`src/rtl/urrb_pkg.sv`:
```
// Shared types and codes for the multi-channel receive ring buffers.
package urrb_pkg;

  localparam int CNT_W = 7;

  localparam logic [1:0] MODE_RX    = 2'd0;
  localparam logic [1:0] MODE_READ  = 2'd1;
  localparam logic [1:0] MODE_CLEAR = 2'd2;

  typedef struct packed {
    logic [1:0]       mode;
    logic [1:0]       channel;
    logic [7:0]       rx_byte;
    logic [CNT_W-1:0] read_limit;
  } in_t;

  typedef struct packed {
    logic [7:0]       data_byte;
    logic             byte_valid;
    logic [CNT_W-1:0] read_count;
    logic             last;
  } out_t;

  typedef enum logic [2:0] {
    ST_IDLE  = 3'b001,
    ST_BURST = 3'b010,
    ST_EMPTY = 3'b100
  } state_t;

endpackage

```
`src/rtl/urrb_ram.sv`:
```
// Generic single-write, single-read synchronous RAM with registered read data.
module urrb_ram #(
  parameter int WIDTH = 8,
  parameter int DEPTH = 512
) (
  input  logic                     clk,
  input  logic                     we,
  input  logic [$clog2(DEPTH)-1:0] waddr,
  input  logic [WIDTH-1:0]         wdata,
  input  logic                     re,
  input  logic [$clog2(DEPTH)-1:0] raddr,
  output logic [WIDTH-1:0]         rdata
);

  logic [WIDTH-1:0] mem [DEPTH];

  always_ff @(posedge clk) begin
    if (we) begin
      mem[waddr] <= wdata;
    end
  end

  // Hold read data when no read is issued.
  always_ff @(posedge clk) begin
    if (re) begin
      rdata <= mem[raddr];
    end
  end

endmodule

```
`src/rtl/uart_rx_ring_buffers_core.sv`:
```
// Top level of the multi-channel receive ring buffers: pointer table, burst sequencer, output.
//
// One receive ring per serial channel, all rings in one shared byte RAM
// addressed as channel * DEPTH + index. Per channel a write index, a read
// index and a wrapped flag live in flops next to the RAM.
// Input channel (in_valid/in_ready/in_data) carries one command per beat:
// receive a byte, read a burst, or clear a channel.
// Receive and clear leave in_ready high.
// A read burst answers with 1 to MAX_READ-1 result beats on the out_ channel,
// the final one flagged last and carrying the count. The first byte passes from the
// command beat through the burst state and the RAM read data into the output
// register; after that one byte per cycle while out_ready stays high, set by
// the single RAM read port. A burst that copies nothing gives one empty result.
// in_ready stays low while a burst walks the ring and while a fetched byte
// waits for the output register; a finished result may still sit in the
// output register while the next command is taken.
// When the receiver stalls, the output register holds its beat, the RAM read
// data is held, and the walk pauses; nothing is dropped.
// Reset clears all indices and flags at once. The RAM is not cleared and
// needs no clearing pass: only entries written since are ever read back.
module uart_rx_ring_buffers_core #(
  parameter int DEPTH        = 128,
  parameter int NUM_CHANNELS = 4,
  parameter int MAX_READ     = 64
) (
  input  logic           clk,
  input  logic           rst_n,
  input  logic           in_valid,
  output logic           in_ready,
  input  urrb_pkg::in_t  in_data,
  output logic           out_valid,
  input  logic           out_ready,
  output urrb_pkg::out_t out_data
);

  localparam int IW     = $clog2(DEPTH);
  localparam int CHW    = (NUM_CHANNELS > 1) ? $clog2(NUM_CHANNELS) : 1;
  localparam int ADDR_W = $clog2(NUM_CHANNELS * DEPTH);
  localparam int CW     = urrb_pkg::CNT_W;
  localparam logic [IW-1:0] LAST_IDX = IW'(DEPTH - 1);

  // Per-channel pointer table.
  logic [IW-1:0] wr_idx_r [NUM_CHANNELS];
  logic [IW-1:0] rd_idx_r [NUM_CHANNELS];
  logic          wrap_r   [NUM_CHANNELS];

  // Burst sequencer.
  urrb_pkg::state_t state_r;
  logic [CHW-1:0]   ch_r;
  logic [IW-1:0]    rp_r;
  logic [IW-1:0]    wp_r;
  logic [CW-1:0]    lim_r;
  logic [CW-1:0]    cnt_r;
  logic [CW-1:0]    empty_cnt_r;

  // Fetched byte waiting in RAM read data.
  logic          pend_r;
  logic          pend_last_r;
  logic [CW-1:0] pend_cnt_r;

  logic           out_valid_r;
  urrb_pkg::out_t out_r;

  // Command decode.
  logic              in_fire;
  logic              ch_ok;
  logic [CHW+1:0]    ch_wide;
  logic [CHW-1:0]    ch_idx;
  logic [IW-1:0]     cur_w;
  logic [IW-1:0]     cur_r;
  logic              cur_wrap;
  logic              cur_full_wrap;
  logic [IW-1:0]     base_w;
  logic              base_at_end;
  logic [CW-1:0]     lim_sat;
  logic              rx_go;

  // Burst step.
  logic              out_free;
  logic              issue;
  logic              load_byte;
  logic              load_empty;
  logic [CW-1:0]     step_cnt;
  logic [CW:0]       step_cnt_p1;
  logic [IW-1:0]     rp_adv;
  logic              end_walk;
  logic              end_lim;
  logic              step_last;

  // RAM ports.
  logic              ram_we;
  logic [ADDR_W-1:0] ram_waddr;
  logic [ADDR_W-1:0] ram_raddr;
  logic [7:0]        ram_q;

  assign in_ready = (state_r == urrb_pkg::ST_IDLE) && !pend_r;
  assign in_fire  = in_valid && in_ready;

  assign ch_ok   = int'(in_data.channel) < NUM_CHANNELS;
  assign ch_wide = {CHW'(0), in_data.channel};
  assign ch_idx  = ch_ok ? ch_wide[CHW-1:0] : '0;

  assign cur_w    = wr_idx_r[ch_idx];
  assign cur_r    = rd_idx_r[ch_idx];
  assign cur_wrap = wrap_r[ch_idx];

  // A full ring that gets another byte drops its contents and starts over with that byte.
  assign cur_full_wrap = cur_wrap && (cur_w == cur_r);
  assign base_w        = cur_full_wrap ? '0 : cur_w;
  assign base_at_end   = (base_w == LAST_IDX);

  assign lim_sat = (in_data.read_limit > CW'(MAX_READ)) ? CW'(MAX_READ) : in_data.read_limit;

  assign rx_go = in_fire && ch_ok && (in_data.mode == urrb_pkg::MODE_RX);

  assign ram_we    = rx_go;
  assign ram_waddr = ADDR_W'(ch_idx) * ADDR_W'(DEPTH) + ADDR_W'(base_w);

  // Issue a read only when no fetched byte is pending or the pending one can move on.
  assign out_free = !out_valid_r || out_ready;
  assign issue    = (state_r == urrb_pkg::ST_BURST) && (!pend_r || out_free);
  assign load_byte  = pend_r && out_free;
  assign load_empty = (state_r == urrb_pkg::ST_EMPTY) && !pend_r && out_free;

  assign ram_raddr = ADDR_W'(ch_r) * ADDR_W'(DEPTH) + ADDR_W'(rp_r);

  // The byte at rp_r takes count step_cnt; it ends the burst when the walk
  // meets the write index or the next count would reach the limit.
  assign step_cnt    = cnt_r + CW'(1);
  assign step_cnt_p1 = {1'b0, step_cnt} + (CW+1)'(1);
  assign rp_adv      = (rp_r == LAST_IDX) ? '0 : rp_r + IW'(1);
  assign end_walk    = (rp_adv == wp_r);
  assign end_lim     = step_cnt_p1 >= {1'b0, lim_r};
  assign step_last   = end_walk || end_lim;

  urrb_ram #(
    .WIDTH (8),
    .DEPTH (NUM_CHANNELS * DEPTH)
  ) u_ring_ram (
    .clk   (clk),
    .we    (ram_we),
    .waddr (ram_waddr),
    .wdata (in_data.rx_byte),
    .re    (issue),
    .raddr (ram_raddr),
    .rdata (ram_q)
  );

  // Pointer table and sequencer control.
  always_ff @(posedge clk) begin
    if (!rst_n) begin
      for (int i = 0; i < NUM_CHANNELS; i++) begin
        wr_idx_r[i] <= '0;
        rd_idx_r[i] <= '0;
        wrap_r[i]   <= 1'b0;
      end
      state_r <= urrb_pkg::ST_IDLE;
      pend_r  <= 1'b0;
    end else begin
      if (in_fire && ch_ok) begin
        case (in_data.mode)
          urrb_pkg::MODE_RX: begin
            wr_idx_r[ch_idx] <= base_at_end ? '0 : base_w + IW'(1);
            rd_idx_r[ch_idx] <= cur_full_wrap ? '0 : cur_r;
            wrap_r[ch_idx]   <= base_at_end || (cur_wrap && !cur_full_wrap);
          end
          urrb_pkg::MODE_READ: begin
            // Leftovers past the limit are dropped.
            rd_idx_r[ch_idx] <= cur_w;
          end
          urrb_pkg::MODE_CLEAR: begin
            wr_idx_r[ch_idx] <= '0;
            rd_idx_r[ch_idx] <= '0;
            wrap_r[ch_idx]   <= 1'b0;
          end
          default: begin
          end
        endcase
      end

      if (issue && (rp_r == LAST_IDX)) begin
        wrap_r[ch_r] <= 1'b0;
      end

      case (state_r)
        urrb_pkg::ST_IDLE: begin
          if (in_fire && (in_data.mode == urrb_pkg::MODE_READ)) begin
            if (ch_ok && (cur_r != cur_w) && (lim_sat > CW'(1))) begin
              state_r <= urrb_pkg::ST_BURST;
            end else begin
              state_r <= urrb_pkg::ST_EMPTY;
            end
          end
        end
        urrb_pkg::ST_BURST: begin
          if (issue && step_last) begin
            state_r <= urrb_pkg::ST_IDLE;
          end
        end
        urrb_pkg::ST_EMPTY: begin
          if (load_empty) begin
            state_r <= urrb_pkg::ST_IDLE;
          end
        end
        default: begin
          state_r <= urrb_pkg::ST_IDLE;
        end
      endcase

      if (issue) begin
        pend_r <= 1'b1;
      end else if (load_byte) begin
        pend_r <= 1'b0;
      end
    end
  end

  // Burst payload registers.
  always_ff @(posedge clk) begin
    if (in_fire && (in_data.mode == urrb_pkg::MODE_READ)) begin
      ch_r        <= ch_idx;
      rp_r        <= cur_r;
      wp_r        <= cur_w;
      lim_r       <= lim_sat;
      cnt_r       <= '0;
      empty_cnt_r <= (ch_ok && (cur_r != cur_w)) ? CW'(1) : '0;
    end else if (issue) begin
      rp_r        <= rp_adv;
      cnt_r       <= step_cnt;
      pend_last_r <= step_last;
      pend_cnt_r  <= end_walk ? step_cnt : step_cnt_p1[CW-1:0];
    end
  end

  // Output register.
  always_ff @(posedge clk) begin
    if (!rst_n) begin
      out_valid_r <= 1'b0;
    end else if (load_byte || load_empty) begin
      out_valid_r <= 1'b1;
    end else if (out_ready) begin
      out_valid_r <= 1'b0;
    end
  end

  always_ff @(posedge clk) begin
    if (load_byte) begin
      out_r.data_byte  <= ram_q;
      out_r.byte_valid <= 1'b1;
      out_r.read_count <= pend_last_r ? pend_cnt_r : '0;
      out_r.last       <= pend_last_r;
    end else if (load_empty) begin
      out_r.data_byte  <= '0;
      out_r.byte_valid <= 1'b0;
      out_r.read_count <= empty_cnt_r;
      out_r.last       <= 1'b1;
    end
  end

  assign out_valid = out_valid_r;
  assign out_data  = out_r;

  // RAM reads come only from a walking burst.
  a_read_in_burst: assert property (@(posedge clk) disable iff (!rst_n)
    issue |-> (state_r == urrb_pkg::ST_BURST))
    else $error("RAM read issued outside a burst");

  // A walking burst has always a byte left and stays under the limit.
  a_burst_bounds: assert property (@(posedge clk) disable iff (!rst_n)
    (state_r == urrb_pkg::ST_BURST) |->
      ((rp_r != wp_r) && (({1'b0, cnt_r} + (CW+1)'(1)) < {1'b0, lim_r})))
    else $error("burst walked past its end or limit");

  // A fetched byte held back by a stall keeps its read data.
  a_pend_hold: assert property (@(posedge clk) disable iff (!rst_n)
    (pend_r && out_valid_r && !out_ready) |=> (pend_r && $stable(ram_q)))
    else $error("fetched byte lost during stall");

  // An empty result closes its burst and carries no byte.
  a_empty_last: assert property (@(posedge clk) disable iff (!rst_n)
    (out_valid_r && !out_r.byte_valid) |-> (out_r.last && (out_r.data_byte == 8'd0)))
    else $error("malformed empty result");

  // No new command while a burst still owns the RAM read data.
  a_no_cmd_in_burst: assert property (@(posedge clk) disable iff (!rst_n)
    in_fire |-> (!pend_r && (state_r == urrb_pkg::ST_IDLE)))
    else $error("command taken during a burst");

endmodule
```
`config.mk`:
```
export PLATFORM = sky130hd
export DESIGN_NAME = uart_rx_ring_buffers_core
export DESIGN_NICKNAME = d
export VERILOG_FILES = /design/src/rtl/urrb_pkg.sv /design/src/rtl/urrb_ram.sv /design/src/rtl/uart_rx_ring_buffers_core.sv
export SDC_FILE = /design/constraint.sdc
export NUM_CORES = 2
export LEC_CHECK = 0
export BUFFER_PORTS_ARGS = -buffer_cell sky130_fd_sc_hd__buf_4
export CORE_AREA = 2 2 541 543
export CTS_CLUSTER_SIZE = 20
export DETAILED_ROUTE_END_ITERATION = 8
export DIE_AREA = 0 0 543 545
export PLACE_DENSITY = 0.75
export SYNTH_ARGS = -nofsm -noshare
export SYNTH_HDL_FRONTEND = slang
export SYNTH_MEMORY_MAX_BITS = 65536
export SYNTH_SLANG_ARGS = --single-unit
```
`constraint.sdc`:
```
create_clock -name clk -period 4.9 [get_ports clk]
set_clock_uncertainty 0.05 [all_clocks]
set_input_delay 0.98 -clock clk [delete_from_list [all_inputs] [get_ports clk]]
set_output_delay 0.98 -clock clk [all_outputs]
set_load 0.03 [all_outputs]
```
==> flow_summary.toml <==
[run_status]
status = "finished clean"

[floorplan]
design.die.area_um2 = 296000
die_w_um = 543
die_h_um = 545
initial_utilization_pct = 56.8
pin_count = 42
rows = 198
core_um2 = 290000

[place]
gp_congestion = 0.907
placed_cells = 11900
place_hpwl_mm = 275
port_buffers = 41
placed_area_um2 = 175000

[clock_network]
numCtsBuffers = 412
clockBufferDepth = 4
insertion_delay_ns = 1.00
cts_root_buffer = "clkbuf_16"
cts_resized = 0
cts_tree = "yes"
clkSinkCount = 4225
ctsHoldBuffers = 0
postCtsSetupBuffers = 0
htree_levels = 5
clk_pin_slew_worst_paths_ns = 0.06

[sta]
slew_headroom_pct = 5.95
timing.final.crit_period_ns = 4.85
rsz0062_at_grt = "no"
finalHoldViolations = 0
period_share_pct = 98.9
fmax_mhz = 206
setup_viol = 0
drv_slew = 0
worst_pin_slew_ns = 1.41

[yosys]
async_flop_share_pct = 0
ys.warnings.count = 0
yosysSeqAreaShare_pct = 76.9
synth_top_cell_area_share_pct = 76.7
synth_flop_cell = "edfxtp_1"
yosysMostFrequentCell = "edfxtp_1"
synth_commonest_cells = "edfxtp_1 (4209), mux4_2 (1065), nor2_1 (626), mux2i_1 (278), nand2_1 (194)"
syn_avg_cell_area_um2 = 21.4
syn_nets = 7734
synth-edff-count = 4209
ys_types = 72
synth_top_cells_by_area = "edfxtp_1 (77%), mux4_2 (15%), mux2i_1 (1.7%)"
synth_largest_area_cell = "edfxtp_1"
netlist_area_um2 = 165000
synthCells = 7697
synth-seq-cells = 4225

[critical_path]
path_cells = "buf_12 > nor2_4 > buf_4 > a221oi_1 > o31a_1 > o31ai_1 > a21oi_1 > o31ai_1 > buf_4 > o31a_1"
cp-end-kind = "register"
critPathSlowestCell = "nor2_4"
start_kind = "register"
critPathArrivalTime_ns = 5.62
critPathMaxFanout = 14
max_stage_delay_ns = 1.04
cp.required_ns = 5.68
critPathKind = "register to register"

[worst_hold_path]
hold_path.class = "input port to register"

[final_layout]
area_growth_pct = 14.6
layout-drive-gt1-share_pct = 28.9
fin_area_um2 = 189000
nets = 8492
final-instance-count-excl-fill = 12700

[grt]
grt_pass1_vias = 86100
grt_usage_pct = 30.4
grt_first_pass_wirelength_mm = 635
grt.overflow.total = 0
antenna_found_initial = 21
grt_max_degree = 155

[route]
firstDrtPassIters = 6
vias = 86600
drt_first_iter_violations = 14000
antenna_left = 0
routed_wl_mm = 450
drc = 0
via_per_inst = 6.82
post_drt_wl_per_cell_um = 35.4

[power]
p_leak_nw = 60.5
pwr-share-seq_pct = 53.5
p_clk_share_pct = 42.6
comb_power_share_pct = 3.9
switching_share_pct = 21.1
p_int_mw = 58.7
switchingPower_mw = 15.7
p_per_area_nw_per_um2 = 394
vdd_drop_max_mv = 0.495

[flow_run]
drv_cap = 0
-- metrics by stage --
stage          setup WS, ns  setup TNS (ns)  total power, mW  util, %  hold slack [ns]
6_report             0.0546               0             74.4     65.0            0.204
5_1_grt               0.222               0             75.9     65.0            0.178
4_1_cts               0.364               0             74.5     65.0            0.145
3_5_place_dp        -0.0760          -0.605             43.4     60.4            0.393
3_3_place_gp         -0.305           -2.77             43.3     60.4            0.388
2_1_floorplan         0.272               0             41.8        -            0.388
-- placed cells by master, fill, tap and decap left out, drive strengths merged, types with 16 or more instances in the layout --
cell type	instances
nor3	21
nand2b	16
o21ai	96
a221oi	79
mux2i	278
mux4	1065
and2	21
a22oi	40
a21oi	110
edfxtp	4209
dfxtp	16
nor2	627
inv	56
o221ai	39
buf	825
o22ai	47
a211oi	26
nand2	194
nor2b	19
a22o	23
bufinv	43
clkbuf	493
xnor2	30
clkinv	186
clkinvlp	18
nand3	31
-- worst paths after layout --
check | startpoint | endpoint | slack, ns | cells after the start
max reg2reg | rp_r[3]$_DFFE_PP_ | u_ring_ram.rdata[0]$_DFFE_PP_ | 0.05 | 10
min reg2reg | out_data[8]$_SDFFE_PP1P_ | out_data[8]$_SDFFE_PP1P_ | 0.41 | 1
max | rp_r[3]$_DFFE_PP_ | u_ring_ram.rdata[0]$_DFFE_PP_ | 0.05 | 10
min | in_data[6] | lim_r[6]$_DFFE_PP_ | 0.20 | 1
-- cells by family after synthesis --
group | after synthesis | share of synthesized area [%]
AO/OA/AOI/OAI | 565 | 2.38
XOR/XNOR | 41 | 0.218
adder cells (fa/ha/maj) | 14 | 0.106
buffers and inverters | 524 | 1.60
flip-flops | 4225 | 76.9
multiplexers | 1348 | 16.3
AND/OR/NAND/NOR | 980 | 2.47
-- critical path, delay by kind of cell (launching register included) --
| kind | cells | cell delay, ns |
|---|---|---|
| AOI/OAI and AO/OA | 6 | 2.02 |
| and+or+nand+nor | 1 | 1.04 |
| buffers and inverters | 3 | 0.85 |
| DFF | 1 | 0.66 |
-- layer usage --
layer	share of wire [%]	track usage, %	routed length, µm	vias up
li1	-	-	-	33600
met1	34	40.3	154000	44900
met2	47	47.4	211000	6882
met3	13	7.83	57900	1192
met4	5.8	15.2	26300	22
met5	0.031	0	140	-
-- power groups by stage --
stage,Combinational (mW),Sequential [mW],Clock (mW)
CTS,2.86,39.8,31.8
detailed placement,2.85,40.6,0
global route,2.99,39.8,33.1
floorplan,1.26,40.6,0
finish,2.92,39.8,31.6
global placement,2.79,40.6,0
-- area by class of cell --
class                           instances  area [µm²]
Sequential cell                      4225      127000
Fill cell                           17900      101000
Multi-Input combinational cell       2948       35600
Clock buffer                          493       10700
Timing Repair Buffer                  825        7800
Tap cell                             3900        4880
Clock inverter                        260        2780
Inverter                               43         179
Antenna cell                            8        20.0
-- state kept, by name, indices dropped and copies added, names as in the netlist, 8 cells and up --
register	flops
out_data	17
rd_idx_r	28
u_ring_ram.mem	4096
u_ring_ram.rdata	8
wr_idx_r	28
(Power assumes the default switching activity.)
